File: src/hdl/isoe_pkg.sv
package isoe_pkg;

	localparam int STACK_DEPTH = 64;
	// RAM address and element count widths
	localparam int AW = $clog2(STACK_DEPTH);
	localparam int CW = $clog2(STACK_DEPTH + 1);

	typedef enum logic [2:0] {
		OP_PUSH      = 3'd0,
		OP_PRINT_ALL = 3'd1,
		OP_PRINT_TOP = 3'd2,
		OP_POP       = 3'd3,
		OP_ADD       = 3'd4,
		OP_SWAP      = 3'd5
	} op_t;

	typedef enum logic [1:0] {
		ST_OK    = 2'd0,
		ST_SHORT = 2'd1,
		ST_FULL  = 2'd2
	} status_t;

	typedef enum logic [1:0] {
		S_IDLE,
		S_REFILL,
		S_DUMP
	} state_t;

endpackage

File: src/hdl/isoe_ram.sv
module isoe_ram #(
	parameter int WIDTH = 32,
	parameter int DEPTH = 64
) (
	input  logic                     clk,
	input  logic                     wr_en,
	input  logic [$clog2(DEPTH)-1:0] wr_addr,
	input  logic [WIDTH-1:0]         wr_data,
	input  logic                     rd_en,
	input  logic [$clog2(DEPTH)-1:0] rd_addr,
	output logic [WIDTH-1:0]         rd_data
);

	logic [WIDTH-1:0] mem [DEPTH];

	always_ff @(posedge clk) begin
		if (wr_en) begin
			mem[wr_addr] <= wr_data;
		end
		if (rd_en) begin
			rd_data <= mem[rd_addr];
		end
	end

endmodule

File: src/hdl/integer_stack_op_engine.sv
// Integer stack engine: a bounded LIFO of signed 32-bit integers driven by
// one opcode per input item.
// Input channel (s_*): s_tuser carries the opcode (push, print all, print
// top, pop, add, swap), s_tdata the value a push stores.
// Output channel (m_*): one result item per opcode, except print all on a
// non-empty stack, which gives one item per element, top first, with
// m_tlast set on the final item of the opcode.
// The top two elements live in registers; the rest sit in a 1-port-write,
// 1-port-read RAM with a registered read.
// Latency: the first result is registered at the accept edge and shows up
// on m_tvalid in the next cycle.
// Input pacing: push, print top, swap and short-stack errors leave the engine
// idle. Pop and add on three or more elements pass through a refill state that
// reloads the next-of-stack register from the RAM. Print all gives the top
// element at the accept and holds the input while it gives the rest, paced by
// the RAM read port and m_tready.
// Reset clears the element count and the output valid; RAM contents are
// left alone, entries above the count are never read.
// When the receiver stalls, the result holds in the output register and
// s_tready drops until it is taken; print all simply pauses.
module integer_stack_op_engine (
	input  logic        clk,
	input  logic        arst_n,
	input  logic        s_tvalid,
	output logic        s_tready,
	input  logic [31:0] s_tdata,  // [31:0] push_value
	input  logic [2:0]  s_tuser,  // [2:0] req_type
	output logic        m_tvalid,
	input  logic        m_tready,
	output logic [39:0] m_tdata,  // [31:0] value, [32] has_value, [34:33] status, [39:35] zero
	output logic        m_tlast
);

	import isoe_pkg::*;

	state_t           state_q, state_d;
	logic [CW-1:0]    count_q, count_d;
	logic [AW-1:0]    idx_q, idx_d;
	logic [31:0]      tos_q, tos_d;
	logic [31:0]      nos_q, nos_d;

	// output register
	logic             m_tvalid_q;
	logic [31:0]      out_value_q;
	logic             out_has_q;
	status_t          out_status_q;
	logic             out_last_q;

	logic             out_load;
	logic [31:0]      o_value;
	logic             o_has;
	status_t          o_status;
	logic             o_last;

	// RAM ports
	logic             wr_en, rd_en;
	logic [AW-1:0]    wr_addr, rd_addr;
	logic [31:0]      wr_data, rd_data;

	logic             out_free, accept;
	op_t              op;
	logic [CW-1:0]    cnt_m2, cnt_m3;
	logic             is_empty, is_full, ge2, ge3, at_nos;

	assign out_free = !m_tvalid_q || m_tready;
	assign s_tready = (state_q == S_IDLE) && out_free;
	assign accept   = s_tvalid && s_tready;
	assign op       = op_t'(s_tuser);

	assign cnt_m2   = count_q - CW'(2);
	assign cnt_m3   = count_q - CW'(3);
	assign is_empty = (count_q == '0);
	assign is_full  = (count_q >= CW'(STACK_DEPTH));
	assign ge2      = (count_q >= CW'(2));
	assign ge3      = (count_q >= CW'(3));
	// dump pointer still on the register-held second element
	assign at_nos   = (idx_q == cnt_m2[AW-1:0]);

	// next state
	always_comb begin
		state_d = state_q;
		unique case (state_q)
			S_IDLE: begin
				if (accept) begin
					case (op) inside
						OP_POP, OP_ADD: if (ge3) state_d = S_REFILL;
						OP_PRINT_ALL:   if (ge2) state_d = S_DUMP;
						default:        state_d = S_IDLE;
					endcase
				end
			end
			S_REFILL: state_d = S_IDLE;
			S_DUMP: begin
				if (out_free && idx_q == '0) state_d = S_IDLE;
			end
			default: state_d = S_IDLE;
		endcase
	end

	// datapath and result control
	always_comb begin
		out_load = 1'b0;
		o_value  = '0;
		o_has    = 1'b0;
		o_status = ST_OK;
		o_last   = 1'b1;
		rd_en    = 1'b0;
		rd_addr  = cnt_m3[AW-1:0];
		wr_en    = 1'b0;
		wr_addr  = cnt_m2[AW-1:0];
		wr_data  = nos_q;
		tos_d    = tos_q;
		nos_d    = nos_q;
		count_d  = count_q;
		idx_d    = idx_q;
		unique case (state_q)
			S_IDLE: begin
				if (accept) begin
					out_load = 1'b1;
					unique case (op)
						OP_PUSH: begin
							if (is_full) begin
								o_status = ST_FULL;
							end else begin
								// spill second element to RAM
								wr_en   = ge2;
								nos_d   = tos_q;
								tos_d   = s_tdata;
								count_d = count_q + CW'(1);
							end
						end
						OP_PRINT_ALL: begin
							if (!is_empty) begin
								o_value = tos_q;
								o_has   = 1'b1;
								o_last  = (count_q == CW'(1));
								idx_d   = cnt_m2[AW-1:0];
							end
						end
						OP_PRINT_TOP: begin
							if (is_empty) begin
								o_status = ST_SHORT;
							end else begin
								o_value = tos_q;
								o_has   = 1'b1;
							end
						end
						OP_POP: begin
							if (is_empty) begin
								o_status = ST_SHORT;
							end else begin
								tos_d   = nos_q;
								count_d = count_q - CW'(1);
								rd_en   = ge3;
							end
						end
						OP_ADD: begin
							if (!ge2) begin
								o_status = ST_SHORT;
							end else begin
								tos_d   = tos_q + nos_q;
								count_d = count_q - CW'(1);
								rd_en   = ge3;
							end
						end
						OP_SWAP: begin
							if (!ge2) begin
								o_status = ST_SHORT;
							end else begin
								tos_d = nos_q;
								nos_d = tos_q;
							end
						end
						default: o_status = ST_OK;
					endcase
				end
			end
			S_REFILL: nos_d = rd_data;
			S_DUMP: begin
				if (out_free) begin
					out_load = 1'b1;
					o_value  = at_nos ? nos_q : rd_data;
					o_has    = 1'b1;
					o_last   = (idx_q == '0);
					// prefetch next element; read data lands after this edge
					if (idx_q != '0) begin
						rd_en   = 1'b1;
						rd_addr = idx_q - AW'(1);
						idx_d   = idx_q - AW'(1);
					end
				end
			end
			default: out_load = 1'b0;
		endcase
	end

	always_ff @(posedge clk or negedge arst_n) begin
		if (!arst_n) begin
			state_q    <= S_IDLE;
			count_q    <= '0;
			m_tvalid_q <= 1'b0;
		end else begin
			state_q <= state_d;
			count_q <= count_d;
			if (out_load) begin
				m_tvalid_q <= 1'b1;
			end else if (m_tready) begin
				m_tvalid_q <= 1'b0;
			end
		end
	end

	always_ff @(posedge clk) begin
		tos_q <= tos_d;
		nos_q <= nos_d;
		idx_q <= idx_d;
		if (out_load) begin
			out_value_q  <= o_value;
			out_has_q    <= o_has;
			out_status_q <= o_status;
			out_last_q   <= o_last;
		end
	end

	isoe_ram #(
		.WIDTH(32),
		.DEPTH(STACK_DEPTH)
	) u_ram (
		.clk    (clk),
		.wr_en  (wr_en),
		.wr_addr(wr_addr),
		.wr_data(wr_data),
		.rd_en  (rd_en),
		.rd_addr(rd_addr),
		.rd_data(rd_data)
	);

	assign m_tvalid = m_tvalid_q;
	assign m_tdata  = {5'd0, out_status_q, out_has_q, out_value_q};
	assign m_tlast  = out_last_q;

	a_count_bound: assert property (@(posedge clk) disable iff (!arst_n)
		count_q <= CW'(STACK_DEPTH))
		else $error("element count above stack depth");

	a_ram_write_idle: assert property (@(posedge clk) disable iff (!arst_n)
		wr_en |-> (state_q == S_IDLE && accept))
		else $error("RAM written outside an accepted push");

	a_refill_one: assert property (@(posedge clk) disable iff (!arst_n)
		(state_q == S_REFILL) |=> (state_q == S_IDLE))
		else $error("refill lasted more than one cycle");

	a_dump_not_last: assert property (@(posedge clk) disable iff (!arst_n)
		(state_q == S_DUMP && out_load && idx_q != '0) |=> (m_tvalid && !m_tlast))
		else $error("print all ended early");

	a_busy_no_accept: assert property (@(posedge clk) disable iff (!arst_n)
		(state_q != S_IDLE) |-> !s_tready)
		else $error("input taken while busy");

endmodule

File: config.mk
export PLATFORM = sky130hd
export DESIGN_NAME = integer_stack_op_engine
export DESIGN_NICKNAME = d
export VERILOG_FILES = /design/src/hdl/isoe_pkg.sv /design/src/hdl/isoe_ram.sv /design/src/hdl/integer_stack_op_engine.sv
export SDC_FILE = /design/constraint.sdc
export NUM_CORES = 2
export LEC_CHECK = 0
export BUFFER_PORTS_ARGS = -buffer_cell sky130_fd_sc_hd__buf_2
export CORE_ASPECT_RATIO = 1.1
export CORE_MARGIN = 2
export CORE_UTILIZATION = 42
export DETAILED_ROUTE_END_ITERATION = 8
export PLACE_DENSITY_LB_ADDON = 0.12
export SETUP_SLACK_MARGIN = 0.15
export SLEW_MARGIN = 40
export SYNTH_ARGS = -nofsm -noshare
export SYNTH_HDL_FRONTEND = slang
export SYNTH_SLANG_ARGS = --single-unit
File: constraint.sdc
create_clock -name clk -period 9.26 [get_ports clk]
set_input_delay 1.389 -clock clk [delete_from_list [all_inputs] [get_ports clk]]
set_output_delay 1.389 -clock clk [all_outputs]
set_load 0.02 [all_outputs]
Word-level counts from Yosys, hierarchy flattened
Memories as Yosys holds them, arrays and structs flattened. A register that Yosys moved wholly into a read port is not among the register bits. Cells that the tools add are included. W data, S select, Z words.

Bits in registers: 116. RAM bits: 2048. Input bits: 39. Logic and storage cells: 136. Memories kept: 1.

Memories: u_ram.mem (words 64, width 32, rd ports 1, clocked after memory_dff 1, write ports 1, line isoe_ram.sv:14) `logic [WIDTH-1:0] mem [DEPTH];`.

Add/sub/neg operators: 6. Order comparisons: 3. Equal/unequal tests: 24. Muxes and demuxes: 67. Reductions and logical operators: 25.

Operator list (number): $mux W32 (12); $pmux W32 S2 (3); $pmux W32 S4 (1); $mux W6 (8); $add A32 B32 Y32 (1); $mux W1 (24); $mux W7 (3); $pmux W7 S3 (1); $ne A2 B2 Y1 const B (9); $ge A7 B2 Y1 const B (2); $mux W2 (7); $pmux W6 S2 (1); $reduce_and A6 Y1 (2); $sub A6 B2 Y6 const B (2); $pmux W1 S2 (5); $ne A3 B3 Y1 const B (3); $reduce_or A2 Y1 (4); $add A7 B1 Y7 const B (1); $eq A7 B1 Y1 const B (1); $ge A7 B7 Y1 const B (1); $logic_not A7 Y1 (1); $reduce_and A7 Y1 (1); $sub A7 B1 Y7 const B (1); $eq A3 B2 Y1 const B (2); 24 further kinds (29).

Depth between registers and ports, before layout
Depth in word-level cells: 8. Depth in mapped cells: 15.

Hierarchy
From an unflattened synthesis, not the netlist that was laid out.

Cells, all modules: 4114. Area, all modules: 86426.6 um^2.

Modules (own cells, without submodules): isoe_ram (instances 1, cells each 3362, area an instance 78778.1 um^2, sequential area each 62459.9 um^2); integer_stack_op_engine (instances 1, cells each 752, area an instance 7648.6 um^2, sequential area each 3433.3 um^2).

Worst setup path after synthesis
Ideal clock, no wire load.

Path kind: input to register. Start: input port m_tready. End: register nos_q[0], enable pin. Setup time: 470 ps. Arrival: 4738 ps. Required time: 8790 ps. Setup slack: 4052 ps. Cell stages on the path: 4. Buffers on the path: 0. Cell sequence: nor2b_1 -> nor3_1 -> nand2_1 -> o31ai_1.

Cells in the longest elaborated chain, start to end: 5.

RTL lines: from (decl) (line integer_stack_op_engine.sv:29) `input logic m_tready,`; $logic_or A1 B1 Y1 (line integer_stack_op_engine.sv:65) `assign out_free = !m_tvalid_q || m_tready;`; $logic_and A1 B1 Y1 (line integer_stack_op_engine.sv:66) `assign s_tready = (state_q == S_IDLE) && out_free;`; named net s_tready (line integer_stack_op_engine.sv:25) `output logic s_tready,`; $logic_and A1 B1 Y1 (line integer_stack_op_engine.sv:67) `assign accept = s_tvalid && s_tready;`; $ne A2 B2 Y1 (no line); $reduce_and A5 Y1 (no line); to (signal assigned) (line integer_stack_op_engine.sv:215) `nos_q <= nos_d;`; to (decl) (line integer_stack_op_engine.sv:40) `logic [31:0] nos_q, nos_d;`.

The timed path passes the listed nets, and every way through them passes these cells. A chain may end at the register's enable or synchronous reset.

Worst setup path after layout
Start: register idx_q[0]. End: register u_ram.rd_data[11] (read register of u_ram.mem), data pin.

Cells in the longest elaborated chain, start to end: 4. Elaborated cells on any way between the ends: 8.

RTL lines: from (decl) (line integer_stack_op_engine.sv:38) `logic [AW-1:0] idx_q, idx_d;`; from (signal assigned) (line integer_stack_op_engine.sv:216) `idx_q <= idx_d;`; $sub A6 B1 Y6 / $reduce_bool A6 Y1 (equally long branches) (line integer_stack_op_engine.sv:188, integer_stack_op_engine.sv:186); $mux W6 / $mux W1 (equally long branches) (line integer_stack_op_engine.sv:186) `if (idx_q != '0) begin`; $mux W6 / $mux W1 (equally long branches) (line integer_stack_op_engine.sv:180) `if (out_free) begin`; $mux W6 / $pmux W1 S2 (equally long branches) (line integer_stack_op_engine.sv:116) `unique case (state_q)`; to (decl) (line isoe_ram.sv:11) `output logic [WIDTH-1:0] rd_data`.

Parallel ways exist; a longest one is shown, timed or not.

==> impl_metrics.prom <==
# TYPE chip_impl_metric gauge
chip_impl_metric{name="report.final.setup_viol",unit=""} 0
chip_impl_info{name="yosys_most_used_dff",value="sky130_fd_sc_hd__edfxtp_1"} 1
chip_impl_info{name="crit_path_start",value="idx_q[0]"} 1
chip_impl_info{name="crit_path_frequent_cell",value="sky130_fd_sc_hd__buf_4"} 1
chip_impl_metric{name="viasPerCell",unit=""} 5.89
chip_impl_metric{name="grt_max_degree",unit=""} 143
chip_impl_metric{name="vias_in_the_first_global_route",unit=""} 49600
chip_impl_info{name="r2r_end",value="u_ram.rd_data[11]"} 1
chip_impl_metric{name="rows",unit=""} 176
chip_impl_metric{name="leakage",unit="nW"} 32.7
chip_impl_metric{name="async_reset_ff_share",unit="%"} 0.455
chip_impl_metric{name="synthesis.area",unit="sq mm"} 0.0879
chip_impl_metric{name="max_cap_viols",unit=""} 0
chip_impl_info{name="worst_setup_path_start_kind",value="flop"} 1
chip_impl_metric{name="layout.cells.non_filler",unit=""} 8691
chip_impl_metric{name="required",unit="ns"} 9.81
chip_impl_metric{name="area_delta_synth_final",unit="%"} 13.9
chip_impl_metric{name="fin_ws",unit="ns"} 4.15
chip_impl_metric{name="placeableCoreArea",unit="sq mm"} 0.209
chip_impl_metric{name="finalHoldViolations",unit=""} 0
chip_impl_metric{name="critical_path_arrival",unit="ns"} 5.66
chip_impl_metric{name="cts_hold_repair.buffers",unit=""} 0
chip_impl_metric{name="grt_pass1_wl",unit="microns"} 394000
chip_impl_metric{name="die_height",unit="microns"} 484
chip_impl_metric{name="cts_num_sinks",unit=""} 2196
chip_impl_metric{name="number_of_design_rule_violations_left_after_detail_routing",unit=""} 0
chip_impl_info{name="critical-path-slowest-cell",value="sky130_fd_sc_hd__buf_4"} 1
chip_impl_metric{name="fp.dieW",unit="microns"} 440
chip_impl_metric{name="post_cts_resized",unit=""} 0
chip_impl_metric{name="synthDistinctLibCells",unit=""} 65
chip_impl_metric{name="post_detailed_route_wirelength_per_cell",unit="microns"} 32.7
chip_impl_metric{name="postRouteWirelength",unit="microns"} 284000
chip_impl_metric{name="cts_buffers",unit=""} 226
chip_impl_metric{name="starting_drt_drc_count",unit=""} 6008
chip_impl_metric{name="syn_avg_cell_area",unit="sq um"} 15.7
chip_impl_metric{name="timing_worst_slew_pin_value",unit="ns"} 0.958
chip_impl_metric{name="layout.core_utilization",unit="%"} 48.0
chip_impl_metric{name="synth-warning-count",unit=""} 0
chip_impl_info{name="r2r-start",value="idx_q[0]"} 1
chip_impl_metric{name="starting_density",unit="%"} 42.1
chip_impl_metric{name="finalWeightedCongestion",unit=""} 0.846
chip_impl_info{name="timing.hold.worst.class",value="primary input to async pin"} 1
chip_impl_metric{name="grt_total_usage",unit="%"} 26.3
chip_impl_metric{name="ioPinCount",unit=""} 82
chip_impl_metric{name="filler_cells_inserted",unit=""} 17700
chip_impl_info{name="run_status",value="finished clean"} 1
chip_impl_info{name="cts_tree",value="yes"} 1
chip_impl_metric{name="power_density_cells",unit="mW/mm^2"} 354
chip_impl_metric{name="io_buffer_count",unit=""} 76
chip_impl_metric{name="slew_headroom",unit="%"} 35.8
chip_impl_metric{name="cts-htree-levels",unit=""} 4
chip_impl_metric{name="stdcell_area",unit="sq mm"} 0.100
chip_impl_metric{name="setup_total_negative_slack",unit="ns"} 0
chip_impl_metric{name="finalNetCount",unit=""} 5825
chip_impl_info{name="rsz0062_at_grt",value="false"} 1
chip_impl_metric{name="detailedPlace.worstSlack",unit="ns"} 3.46
chip_impl_metric{name="antenna_found_initial",unit=""} 21
chip_impl_metric{name="worst-path-max-fanout",unit=""} 113
chip_impl_metric{name="clock_latency",unit="ns"} 0.87
chip_impl_metric{name="critPathMaxStageDelay",unit="ns"} 0.69
chip_impl_info{name="setup.worst_path.end",value="u_ram.rd_data[11]"} 1
chip_impl_metric{name="drive_above_1_share",unit="%"} 19.8
chip_impl_info{name="cts-root-buf",value="sky130_fd_sc_hd__clkbuf_16"} 1
chip_impl_metric{name="r2r_cells",unit=""} 12
chip_impl_metric{name="dpl_cell_area",unit="sq mm"} 0.0930
chip_impl_metric{name="postRouteAntennaNets",unit=""} 0
chip_impl_metric{name="worst_clock_skew",unit="ns"} 0.0251
chip_impl_metric{name="slew_violations",unit=""} 0
chip_impl_metric{name="fmax",unit="MHz"} 196
chip_impl_metric{name="die_area",unit="sq mm"} 0.213
chip_impl_metric{name="finalCritPeriodShare",unit="%"} 55.2
chip_impl_metric{name="yosys_register_bits",unit=""} 2196
chip_impl_info{name="critical_path_class",value="flop to flop"} 1
chip_impl_metric{name="route.vias.total",unit=""} 51200
chip_impl_metric{name="place.detailed.hpwl",unit="microns"} 158000
chip_impl_metric{name="clk_pin_slew_worst_paths",unit="ns"} 0.06
chip_impl_metric{name="cts_max_path_bufs",unit=""} 3
chip_impl_metric{name="grt_remaining_overflow",unit=""} 0
chip_impl_metric{name="period_needed",unit="ns"} 5.11
chip_impl_info{name="timing.critical_path.cells",value="inv_1 > ha_1 > a311o_1 > buf_4 > o21ai_4 > buf_12 > buf_4 > mux2_2 > o22ai_1 > nor3_1 > a31oi_1 > nand4_1"} 1
chip_impl_info{name="crit_path_end_kind",value="flop"} 1
chip_impl_metric{name="rrSetupSlack",unit="ns"} 4.15
chip_impl_metric{name="seq_area_frac_synth",unit="%"} 75.0
chip_impl_metric{name="drt_first_pass_iters",unit=""} 6
chip_impl_metric{name="synth-edff-count",unit=""} 2186
chip_impl_metric{name="cts_setup_buffers",unit=""} 0
chip_impl_metric{name="worst_voltage_drop_across_the_vdd_grid",unit="mV"} 0.520
chip_impl_metric{name="placed_cells",unit=""} 8269
chip_impl_metric{name="cells_after_synthesis",unit=""} 5586
-- final cells by class --
class	count	area, sq um	share of cell area, %
multi-input cells	3038	21500	21.5
inverters	13	48.8	0.0488
well taps	2759	3450	3.45
clock buffers	293	5970	5.97
diodes	8	20.0	0.0200
clock inverters	116	955	0.954
flip-flops and latches	2196	65900	65.8
repair buffers	268	2220	2.21
-- worst min-delay path by stage --
stage / from / endpoint / slack (ns)
floorplan: count_q[6] / count_q[6] / 0.49
finish: arst_n / state_q[0] / 0.42
global route: arst_n / state_q[1] / 0.40
detailed placement: count_q[6] / count_q[6] / 0.57
CTS: arst_n / state_q[0] / 0.38
global placement: count_q[6] / count_q[6] / 0.56
-- stage by stage --
stage | hold slack (ns) | power, mW
after floorplan | 0.490 | 20.5
after global placement | 0.561 | 26.8
after detailed placement | 0.567 | 27.0
after CTS | 0.382 | 35.6
after global routing | 0.403 | 36.7
final | 0.423 | 35.4
-- sequential cells by signal, indices dropped and copies added (netlist names) --
register / cells
u_ram.rd_data: 32
out_status_q: 2
m_tlast: 1
tos_q: 32
u_ram.mem: 2048
idx_q: 6
out_value_q: 32
m_tvalid: 1
out_has_q: 1
state_q: 2
nos_q: 32
count_q: 7
-- Yosys cell counts, types with 115 or more instances --
| cell type | number | area [sq um] |
|---|---|---|
| sky130_fd_sc_hd__nand2_1 | 726 | 2730 |
| sky130_fd_sc_hd__clkbuf_1 | 150 | 563 |
| sky130_fd_sc_hd__nor3_1 | 115 | 576 |
| sky130_fd_sc_hd__o21ai_0 | 157 | 786 |
| sky130_fd_sc_hd__o22ai_1 | 161 | 1010 |
| sky130_fd_sc_hd__nand3_1 | 152 | 761 |
| sky130_fd_sc_hd__buf_2 | 150 | 751 |
| sky130_fd_sc_hd__mux2_2 | 451 | 5080 |
| sky130_fd_sc_hd__nor2_1 | 133 | 499 |
| sky130_fd_sc_hd__mux2i_1 | 230 | 2300 |
| sky130_fd_sc_hd__a31oi_1 | 201 | 1260 |
| sky130_fd_sc_hd__edfxtp_1 | 2186 | 65600 |
-- cells in the final DEF (no fill, tap or decap), types with 15 or more instances in the layout --
master                      netlist  routed
sky130_fd_sc_hd__o21ai_1         15      15
sky130_fd_sc_hd__a211oi_1        99      99
sky130_fd_sc_hd__a31oi_2          1      35
sky130_fd_sc_hd__nand4_1         38      38
sky130_fd_sc_hd__buf_6            1      25
sky130_fd_sc_hd__nor2_4           0      64
sky130_fd_sc_hd__xor2_1          23      23
sky130_fd_sc_hd__a31oi_1        201     161
sky130_fd_sc_hd__and3_1          39      38
sky130_fd_sc_hd__nor3_1         115      96
sky130_fd_sc_hd__nor3_2           2      15
sky130_fd_sc_hd__a222oi_1        32      32
sky130_fd_sc_hd__a22oi_1         27      27
sky130_fd_sc_hd__clkbuf_16        0     229
sky130_fd_sc_hd__clkinv_2         0      39
sky130_fd_sc_hd__mux2_2         451     451
sky130_fd_sc_hd__nand2_1        726     723
sky130_fd_sc_hd__buf_12           0      23
sky130_fd_sc_hd__nand3_1        152     146
sky130_fd_sc_hd__xnor2_1         30      30
sky130_fd_sc_hd__edfxtp_1      2186    2186
sky130_fd_sc_hd__ha_1            42      42
sky130_fd_sc_hd__o21ai_0        157     155
sky130_fd_sc_hd__and2_1          99      99
sky130_fd_sc_hd__nor2_1         133      68
sky130_fd_sc_hd__buf_4           21     140
sky130_fd_sc_hd__clkbuf_1       150      64
sky130_fd_sc_hd__a21o_1          16      16
sky130_fd_sc_hd__buf_2          150      78
sky130_fd_sc_hd__a21oi_1         73      71
sky130_fd_sc_hd__o22ai_1        161     161
sky130_fd_sc_hd__a32oi_1         97      97
sky130_fd_sc_hd__mux2i_1        230     230
sky130_fd_sc_hd__clkinv_1         0      51
-- per-layer routing --
metal	track usage, %	vias to the layer above	routed length, microns
met3	3.91	385	19100
met1	35.4	26700	115000
li1	-	22200	-
met5	0	-	36
met4	10.6	6	13100
met2	42.8	1974	136000
-- worst max-delay path: cells and delay by family, from the launching register on --
kind | cells | cell delay [ns]
buffers and inverters | 4 | 1.64
flip-flops | 1 | 0.63
AND/OR/NAND/NOR | 2 | 0.25
AO/OA/AOI/OAI | 4 | 1.37
multiplexers | 1 | 0.40
adder cells (fa/ha/maj) | 1 | 0.30
-- power by group --
| group | internal, mW | switching, mW | total (mW) |
|---|---|---|---|
| logic | 4.59 | 10.2 | 14.7 |
| clock network | 4.88 | 3.81 | 8.69 |
| registers | 11.5 | 0.488 | 12.0 |
-- kinds of logic after synthesis --
kind of cell | count (synthesis) | synth area share (%)
XOR/XNOR | 53 | 0.528
multiplexers | 682 | 8.41
flip-flops | 2196 | 75.0
buffers and inverters | 356 | 1.83
adder cells (fa/ha/maj) | 43 | 0.621
AO/OA/AOI/OAI | 919 | 6.92
AND/OR/NAND/NOR | 1336 | 6.72
other | 1 | 0.00427
Note: power is estimated with default switching activity, not from simulation.
